$ cat src/rtl/fsa_ram.sv
// Generic single write port, single read port RAM with registered read.
// No dependencies.
`timescale 1ns / 1ps
`default_nettype none
module fsa_ram #(
    parameter int WIDTH = 8,
    parameter int DEPTH = 16
) (
    input  wire logic                     i_clk,
    input  wire logic                     i_we,
    input  wire logic [$clog2(DEPTH)-1:0] i_waddr,
    input  wire logic [WIDTH-1:0]         i_wdata,
    input  wire logic [$clog2(DEPTH)-1:0] i_raddr,
    output logic      [WIDTH-1:0]         o_rdata
);
    logic [WIDTH-1:0] r_mem [DEPTH];

    always_ff @(posedge i_clk) begin
        if (i_we) r_mem[i_waddr] <= i_wdata;
        o_rdata <= r_mem[i_raddr];
    end
endmodule
`default_nettype wire

$ cat config.mk
export PLATFORM = sky130hd
export DESIGN_NAME = fsa_ram
export DESIGN_NICKNAME = d
export VERILOG_FILES = /design/src/rtl/fsa_ram.sv
export SDC_FILE = /design/constraint.sdc
export NUM_CORES = 1
export LEC_CHECK = 0
export ABC_CLOCK_PERIOD_IN_PS = 2300
export CAP_MARGIN = 20
export CORE_MARGIN = 2
export CORE_UTILIZATION = 60
export DETAILED_ROUTE_END_ITERATION = 10
export DONT_BUFFER_PORTS = 1
export HOLD_SLACK_MARGIN = 0.03
export PLACE_DENSITY = 0.85
export SLEW_MARGIN = 20
export SYNTH_ARGS = -nofsm -noshare
export SYNTH_HDL_FRONTEND = slang
export SYNTH_SLANG_ARGS = --single-unit
export TNS_END_PERCENT = 10
$ cat constraint.sdc
create_clock -name i_clk -period 2.3 [get_ports i_clk]
set_input_delay 0.575 -clock i_clk [delete_from_list [all_inputs] [get_ports i_clk]]
set_output_delay 0.575 -clock i_clk [all_outputs]
set_load 0.03 [all_outputs]
==> reports/summary.txt <==
===============================================================================================
Final hold violations                                                                         0
Global-route wire length before repair                                                 14.05 mm
Pwr Density                                                                        916.4 nW/um2
Number of H-tree levels                                                                       4
Hold buffer count at cts                                                                      0
CP Data Arrival Time                                                                    1.00 ns
Via count of the first global-routing pass                                                 2339
Aggregate negative setup slack                                                             0 ns
Number of DRC markers in iteration 0                                                        335
Worst Path Required                                                                     1.73 ns
Bufs on Longest Clock Path                                                                    2
Routed via count divided by cell count                                                    6.426
Clock sink count                                                                            136
Peak clock frequency supported by timing                                              634.6 MHz
Synth area leader                                                                  sky130_fd_sc_hd__edfxtp_1
Warnings, synthesis                                                                           0
Number of nets with antenna violations after detailed routing                                 0
Clock input transition at the sequential cells of the worst setup and hold paths        0.06 ns
Transition time at the pin with the least slew margin                                 0.8467 ns
Final HPWL DP                                                                          5.493 mm
Startpoint type of the worst setup path                                                    flop
Core region area                                                                       8258 um2
TritonCTS Buffers                                                                            17
DIE HEIGHT                                                                             96.63 um
Leakage power                                                                          1.941 nW
Placer's final routability congestion estimate                                           0.7441
Die width                                                                              96.63 um
Number of instances resized during post-cts repair                                            0
Antenna violations before repair                                                              0
Number of buffers inserted by port buffering                                                  0
Synthesized netlist net count                                                               247
Total die area                                                                         9336 um2
Critical Path Stages                                                                          0
Routed Wire Length                                                                     9.172 mm
Status                                                                                completed
Final max-slew violation count                                                                0
I/O pin cnt                                                                                  26
Logic depth of the worst register-to-register path                                            3
Number of standard-cell rows in the floorplan                                                33
Crit path max fanout                                                                          1
Largest net degree at the start of global routing                                            33
Count of unresolved DRC violations after routing                                              0
Post-layout min period                                                                 1.576 ns
Average wire per standard cell                                                         24.72 um
Post-synth cell types                                                                        19
Worst Hold Path Cells                                                                         0
Growth of design area from synthesis to finish                                           13.54%
Clock latency on the worst-skew pair                                                    0.51 ns
Headroom to the max-slew limit                                                           43.43%
Share of the cycle needed by the critical path after routing                             68.51%
Number of detailed-routing iterations run before antenna repair                               5
TritonCTS clock tree                                                                       done
Number of standard cells after synthesis                                                    229
Peak supply drop                                                                      0.5668 mV
Setup Slack @ Placement                                                               0.5864 ns
Setup violators final                                                                         0
Clock root buffer master                                                           sky130_fd_sc_hd__clkbuf_8
Fraction of final layout cells sized beyond drive strength 1                             23.31%
Worst clock skew                                                                    0.008688 ns
Portion of synthesized cell area occupied by the leading cell type                       74.67%
Number of maximum-capacitance constraint violations                                           0
Register area share after synthesis                                                      77.78%
Net count of the finished layout                                                            272
Post-CTS repair timing setup buffer count                                                     0
Synth Register Bits                                                                         136
Worst setup margin                                                                    0.7242 ns
Mean area per synthesized cell                                                        22.48 um2
Initial cell density of the core                                                         62.33%
Remaining Overflow, GRT                                                                       0
Global-route usage over all layers                                                       21.36%
Via Count                                                                                  2384
Unrepaired setup endpoints after global routing                                           false
Hold WC Path Type                                                                     in -> reg
Antenna cell count                                                                            0
Mapped Area                                                                            5147 um2
Largest cells by area after synthesis                                              sky130_fd_sc_hd__edfxtp_1, sky130_fd_sc_hd__mux4_2, sky130_fd_sc_hd__mux4_1
Nature of the critical path endpoint                                                output port
Kind of critical path                                                                reg -> out
===============================================================================================
-- state kept, by name, indices dropped and copies added (netlist names) --
register	count
r_mem	128
o_rdata	8
-- path summary, 6_finish.rpt --
| kind | startpoint | endpoint | slack (ns) |
|---|---|---|---|
| setup / recovery | o_rdata[0] | o_rdata[0] | 0.72 |
| hold reg to reg | r_mem[15][4] | o_rdata[4] | 0.67 |
| setup reg to reg | r_mem[1][5] | o_rdata[5] | 0.93 |
| hold / removal | i_wdata[7] | r_mem[8][7] | 0.16 |
-- cells in the mapped netlist --
cell type                         number
sky130_fd_sc_hd__and2b_1               1
sky130_fd_sc_hd__nor3_1                4
sky130_fd_sc_hd__nor2_1               13
sky130_fd_sc_hd__a22oi_1              16
sky130_fd_sc_hd__edfxtp_1            128
sky130_fd_sc_hd__nand2_1               9
sky130_fd_sc_hd__mux4_2               18
sky130_fd_sc_hd__nand2b_1              2
sky130_fd_sc_hd__clkdlybuf4s25_2       3
sky130_fd_sc_hd__nand3b_1              2
sky130_fd_sc_hd__dfxtp_1               8
sky130_fd_sc_hd__nor2b_1               1
sky130_fd_sc_hd__buf_2                 3
sky130_fd_sc_hd__buf_4                 1
sky130_fd_sc_hd__and2_1                1
sky130_fd_sc_hd__buf_6                 3
sky130_fd_sc_hd__nand3_1               1
sky130_fd_sc_hd__mux4_1               14
sky130_fd_sc_hd__or3b_2                1
-- cell usage in the layout (no fill, tap or decap), types with 8 or more instances in the layout --
master,synthesis,layout
sky130_fd_sc_hd__a22oi_1,16,16
sky130_fd_sc_hd__buf_4,1,16
sky130_fd_sc_hd__clkbuf_16,0,16
sky130_fd_sc_hd__dfxtp_1,8,8
sky130_fd_sc_hd__edfxtp_1,128,128
sky130_fd_sc_hd__mux4_1,14,14
sky130_fd_sc_hd__mux4_2,18,18
sky130_fd_sc_hd__nand2_1,9,9
sky130_fd_sc_hd__nor2_1,13,13
-- cell type report --
class / instances / area, um2
clock inverters: 8 / 75.07
well taps: 105 / 131.4
clock buffers: 23 / 456.7
multi-input cells: 83 / 1057
flip-flops and latches: 136 / 4004
fillers: 477 / 2414
repair buffers: 16 / 120.1
-- per-stage QoR --
step | power, W | std cells | utilization [%] | hold WS [ns] | cell area, um2
after floorplan | 0.003008 | 229 | - | 0.6293 | 5147
after global placement | 0.003017 | 340 | 64.33 | 0.6513 | 5313
after detailed placement | 0.003024 | 340 | 64.33 | 0.6560 | 5313
after CTS | 0.005396 | 371 | 70.77 | 0.1369 | 5844
after global routing | 0.005531 | 371 | 70.77 | 0.1200 | 5844
final | 0.005356 | 371 | 70.77 | 0.1593 | 5844
-- kinds of logic after synthesis --
logic type	after synthesis	synth area share, %
muxes	32	15.02
DFF	136	77.78
AOI/OAI and AO/OA	16	2.334
buffers and inverters	10	1.677
and+or+nand+nor	35	3.184
-- power by group --
part | switching [W] | leakage [nW] | internal (W)
registers | 0.0000502 | 1.22 | 0.00277
logic | 0.0000665 | 0.456 | 0.0000833
clock network | 0.000905 | 0.262 | 0.00148
-- layer usage --
metal	global-route usage [%]	vias to the layer above	wire length, um
met5	0	-	0
met3	7.225	17	837
li1	-	1020	-
met4	10.73	0	240
met2	31.36	142	4440
met1	29.10	1205	3654
(Power assumes the default switching activity.)
