File: src/rtl/fsa_pkg.sv
// Shared types, codes and helpers for the fragmented sparse array.
// Used by fsa_div and fragmented_sparse_array; depends on nothing.
`timescale 1ns / 1ps
`default_nettype none
package fsa_pkg;
    localparam int MAX_FRAGMENTS      = 64;
    localparam int MAX_FRAGMENT_CELLS = 64;
    localparam int FRAG_BITS  = $clog2(MAX_FRAGMENTS);
    localparam int CELL_BITS  = $clog2(MAX_FRAGMENT_CELLS);
    localparam int ADDR_BITS  = FRAG_BITS + CELL_BITS;
    localparam int STORE_CELLS = MAX_FRAGMENTS * MAX_FRAGMENT_CELLS;
    localparam int CFG_W      = 7;
    localparam int IDX_BITS   = 15;
    localparam int DIV_CNT_W  = 4;
    localparam int DATA_W     = 32;
    localparam int FILL_W     = 7;
    localparam int USED_W     = 13;
    localparam int ACT_W      = 7;

    typedef enum logic [2:0] {
        ACT_SET      = 3'd0,
        ACT_GET      = 3'd1,
        ACT_DELETE   = 3'd2,
        ACT_CONTAINS = 3'd3,
        ACT_ISSET    = 3'd4,
        ACT_CLEAR    = 3'd5
    } t_action;

    typedef enum logic [1:0] {
        STAT_OK    = 2'd0,
        STAT_RANGE = 2'd1,
        STAT_UNSET = 2'd2
    } t_status;

    typedef enum logic {
        CFG_FRAG_COUNT = 1'b0,
        CFG_FRAG_SIZE  = 1'b1
    } t_cfg_idx;

    typedef enum logic [3:0] {
        ST_CLEAR, ST_IDLE, ST_RANGE, ST_DIV, ST_READ, ST_EXEC, ST_SRD, ST_SCMP
    } t_state;

    typedef struct packed {
        logic [2:0]         action;
        logic signed [15:0] index;
        logic signed [31:0] key;
    } t_req;

    typedef struct packed {
        logic [1:0]          status;
        logic signed [31:0]  value;
        logic                hit;
        logic                fragment_opened;
        logic                fragment_closed;
        logic [USED_W-1:0]   used_cells;
        logic [ACT_W-1:0]    active_fragments;
    } t_res;

    // Saturate a register write to 1..hi
    function automatic logic [CFG_W-1:0] clamp_reg(input logic [CFG_W-1:0] v,
                                                   input logic [CFG_W-1:0] hi);
        logic [CFG_W-1:0] r;
        r = v;
        if (v == '0) r = CFG_W'(1);
        else if (v > hi) r = hi;
        return r;
    endfunction
endpackage
`default_nettype wire

File: src/rtl/fsa_div.sv
// Restoring divider, one quotient bit a cycle: splits an index into
// fragment and offset. Depends on fsa_pkg.
`timescale 1ns / 1ps
`default_nettype none
module fsa_div import fsa_pkg::*; (
    input  wire logic                i_clk,
    input  wire logic                i_rst_n,
    input  wire logic                i_start,
    input  wire logic [IDX_BITS-1:0] i_dividend,
    input  wire logic [CFG_W-1:0]    i_divisor,
    output logic                     o_done,
    output logic [IDX_BITS-1:0]      o_quot,
    output logic [CFG_W-1:0]         o_rem
);
    logic                 r_run, n_run, r_done, n_done;
    logic [DIV_CNT_W-1:0] r_cnt, n_cnt;
    logic [IDX_BITS-1:0]  r_q, n_q;
    logic [CFG_W-1:0]     r_rem, n_rem, shifted;

    always_comb begin
        n_run   = r_run;
        n_done  = 1'b0;
        n_cnt   = r_cnt;
        n_q     = r_q;
        n_rem   = r_rem;
        shifted = {r_rem[CFG_W-2:0], r_q[IDX_BITS-1]};
        if (i_start) begin
            n_run = 1'b1;
            n_cnt = DIV_CNT_W'(IDX_BITS);
            n_q   = i_dividend;
            n_rem = '0;
        end else if (r_run) begin
            // shift in the next dividend bit, subtract where it fits
            if (shifted >= i_divisor) begin
                n_rem = shifted - i_divisor;
                n_q   = {r_q[IDX_BITS-2:0], 1'b1};
            end else begin
                n_rem = shifted;
                n_q   = {r_q[IDX_BITS-2:0], 1'b0};
            end
            n_cnt = r_cnt - 1'b1;
            if (r_cnt == DIV_CNT_W'(1)) begin
                n_run  = 1'b0;
                n_done = 1'b1;
            end
        end
    end

    always_ff @(posedge i_clk) begin
        if (!i_rst_n) begin
            r_run  <= 1'b0;
            r_done <= 1'b0;
            r_cnt  <= '0;
        end else begin
            r_run  <= n_run;
            r_done <= n_done;
            r_cnt  <= n_cnt;
        end
        r_q   <= n_q;
        r_rem <= n_rem;
    end

    assign o_done = r_done;
    assign o_quot = r_q;
    assign o_rem  = r_rem;
endmodule
`default_nettype wire

File: config.mk
export PLATFORM = sky130hd
export DESIGN_NAME = fsa_div
export DESIGN_NICKNAME = d
export VERILOG_FILES = /design/src/rtl/fsa_pkg.sv /design/src/rtl/fsa_div.sv
export SDC_FILE = /design/constraint.sdc
export NUM_CORES = 1
export LEC_CHECK = 0
export BUFFER_PORTS_ARGS = -buffer_cell sky130_fd_sc_hd__buf_2
export CORE_UTILIZATION = 55
export DETAILED_ROUTE_END_ITERATION = 8
export GPL_TIMING_DRIVEN = 0
export PLACE_DENSITY = 0.9
export SYNTH_ARGS = -nofsm -noshare
export SYNTH_HDL_FRONTEND = slang
export SYNTH_SLANG_ARGS = --single-unit
export TNS_END_PERCENT = 1
File: constraint.sdc
create_clock -name i_clk -period 5 [get_ports i_clk]
set_input_delay 0.25 -clock i_clk [delete_from_list [all_inputs] [get_ports i_clk]]
set_output_delay 0.25 -clock i_clk [all_outputs]
set_load 0.005 [all_outputs]
==> impl_metrics.yaml <==
worst_setup_path:
  cp.required_ns: 5.10
  crit_type: "reg -> reg"
  critical_path_arrival_ns: 2.32
  crit_path_start_kind: "flop"
  path_max_fanout: 8
  cp-end-kind: "flop"
layout:
  area_growth_pct: 18.45
  nets: 241
  diodes: 0
  fin_util: 0.6932
  drive_gt1_frac: 0.3676
routing:
  wl_met1_um: 1523
  drt-initial-drc-count: 48
  vias: 1387
  routed_wl_um: 3698
  final_antenna_net_count: 0
  dr_wl_met2_um: 1909
  drt_pass1_iterations: 4
  drc: 0
  top_layer_used: "met4"
  wl_per_cell_um: 15.74
  met3WireLength_um: 208
  viasPerCell: 5.902
timing:
  worstMarginPinSlew_ns: 0.6168
  slew_headroom: 0.5878
  timing.setup.tns_ns: 0
  rsz0062_at_grt: "no"
  skew_ns: 0.005110
  fin_crit_sh: 0.4448
  finalHoldViolCount: 0
  setup_ws_ns: 2.776
  period_needed_ns: 2.224
  slew_viol_final: 0
  setup_viol: 0
  fmax_mhz: 449.6
clocking:
  h-tree-depth: 1
  clk_latency_ns: 0.33
  path_clk_slew_ns: 0.15
  post_cts_buffers: 0
  cts_tree: "yes"
  hold_buffers: 0
  clock-sinks: 28
  numCtsBuffers: 3
  clk_path_buf_depth: 2
  cts_resized: 0
  cts_root_buf: "clkbuf_4"
global_route:
  grt_pass1_vias: 1369
  antenna_found_initial: 0
  gr-usage-all-layers: 0.2452
  grt_max_degree: 16
  grt_overflow_total: 0
  grt_pass1_wl_um: 6092
yosys:
  netlist.area_leader.share: 0.2767
  synth.cells.most_frequent: "edfxtp_1, mux2_2, dfxtp_1, nand2_1, inv_1"
  synthFlopType: "edfxtp_1"
  syn_inst: 153
  synth-edff-count: 15
  synth-seq-area-share: 0.4366
  ys_seq_elements: 28
  synth_cell_types: 36
  synthArstFlopShare: 0
  yosysWarnings: 0
  synth_area_mm2: 0.001628
  synth_top_area_cell: "edfxtp_1"
  syn_nets: 189
  synth_area_per_cell_um2: 10.64
  ys_top_cells_by_area: "edfxtp_1, dfxtp_1, mux2_2"
floorplanning:
  rows: 19
  die_area_mm2: 0.003181
  die_x_um: 56.40
  io_pins: 48
  die_height_um: 56.40
  floorplan.initialDensity: 0.5852
  core_area_mm2: 0.002781
placed_design:
  port_buffers: 47
  dpl.hpwl_um: 2794
  place_ws_ns: 2.824
  gp_congestion: 0.9408
hold_path:
  hold_class: "in -> reg"
run_status:
  status: "completed"
pwr:
  ir_worst_vdd_mv: 0.3072
  cellPowerDensity_mw_per_mm2: 265.1
  power.leakage_nw: 0.8851
job:
  drv_cap: 0
==> sequential cells by signal, indices dropped and copies added (netlist names) <==
| name | flops |
|---|---|
| o_rem | 7 |
| r_cnt | 4 |
| r_run | 1 |
| o_done | 1 |
| o_quot | 15 |
==> metal layers <==
layer | vias up | track usage
li1 | 653 | -
met1 | 663 | 0.2955
met2 | 62 | 0.4422
met3 | 9 | 0.05300
met4 | 0 | 0.06272
met5 | - | 0
==> cell families after synthesis <==
group                      count (synthesis)  synth area share
AOI/OAI and AO/OA                         37            0.1776
xor gates and xnor gates                   6           0.03229
adders and majority gates                 11           0.08916
buffers and inverters                     19           0.04995
DFF                                       28            0.4366
muxes                                     16            0.1099
and+or+nand+nor                           36            0.1045
==> critical path: stages (launching register included) <==
cell      delay [ns]
dfxtp_1         0.46
ha_1            0.31
nor2b_1         0.16
o21bai_1        0.25
a21oi_2         0.17
or2_1           0.25
buf_6           0.14
mux2_2          0.26
==> final cells by class <==
| class | count | area (µm²) |
|---|---|---|
| fillers | 201 | 853.3 |
| well taps | 31 | 38.79 |
| repair buffers | 47 | 235.2 |
| multi-input cells | 106 | 835.8 |
| inverters | 13 | 48.80 |
| plain buffers | 6 | 32.53 |
| clock buffers | 4 | 26.28 |
| flip-flops and latches | 28 | 710.7 |
==> final timing paths <==
check	start	slack (ns)	cells after the start	to
setup / recovery	o_rem[0]	2.78	7	o_quot[0]
hold / removal	i_rst_n	0.19	3	o_done
setup reg to reg	o_rem[0]	2.78	7	o_quot[0]
hold reg to reg	r_cnt[3]	0.57	3	o_done
==> power by group <==
part           switching (W)  internal [W]  total [W]  leakage, nW
Sequential         0.0000139      0.000267   0.000281        0.259
Clock              0.0000651     0.0000313  0.0000964       0.0150
Combinational      0.0000708     0.0000627   0.000134        0.611
Total               0.000150      0.000361   0.000511        0.885
==> layout by cell type, fill, tap and decap left out, drive strengths merged, types with 2 or more instances in the layout <==
| cell | instances |
|---|---|
| nor2b | 3 |
| a21oi | 4 |
| xnor2 | 3 |
| a21boi | 4 |
| o21bai | 3 |
| ha | 10 |
| mux2 | 15 |
| edfxtp | 15 |
| a21o | 4 |
| buf | 49 |
| clkbuf | 8 |
| a31oi | 2 |
| nand3 | 6 |
| inv | 12 |
| o211ai | 2 |
| dfxtp | 13 |
| nor4 | 2 |
| o311ai | 3 |
| nand2 | 13 |
| a211oi | 2 |
| xor2 | 3 |
| o21ai | 9 |
| nand2b | 3 |
| nor2 | 7 |
==> through the flow <==
stage               cells  area [µm²]  hold WS (ns)  total power (W)
CTS                   235        1928        0.1854        0.0005114
finish                235        1928        0.1943        0.0005112
floorplan             153        1628        0.3638        0.0003683
detailed placement    231        1902        0.5435        0.0004161
global placement      231        1902        0.5212        0.0004072
global route          235        1928        0.1916        0.0005360
Note: power is estimated with default switching activity, not from simulation.
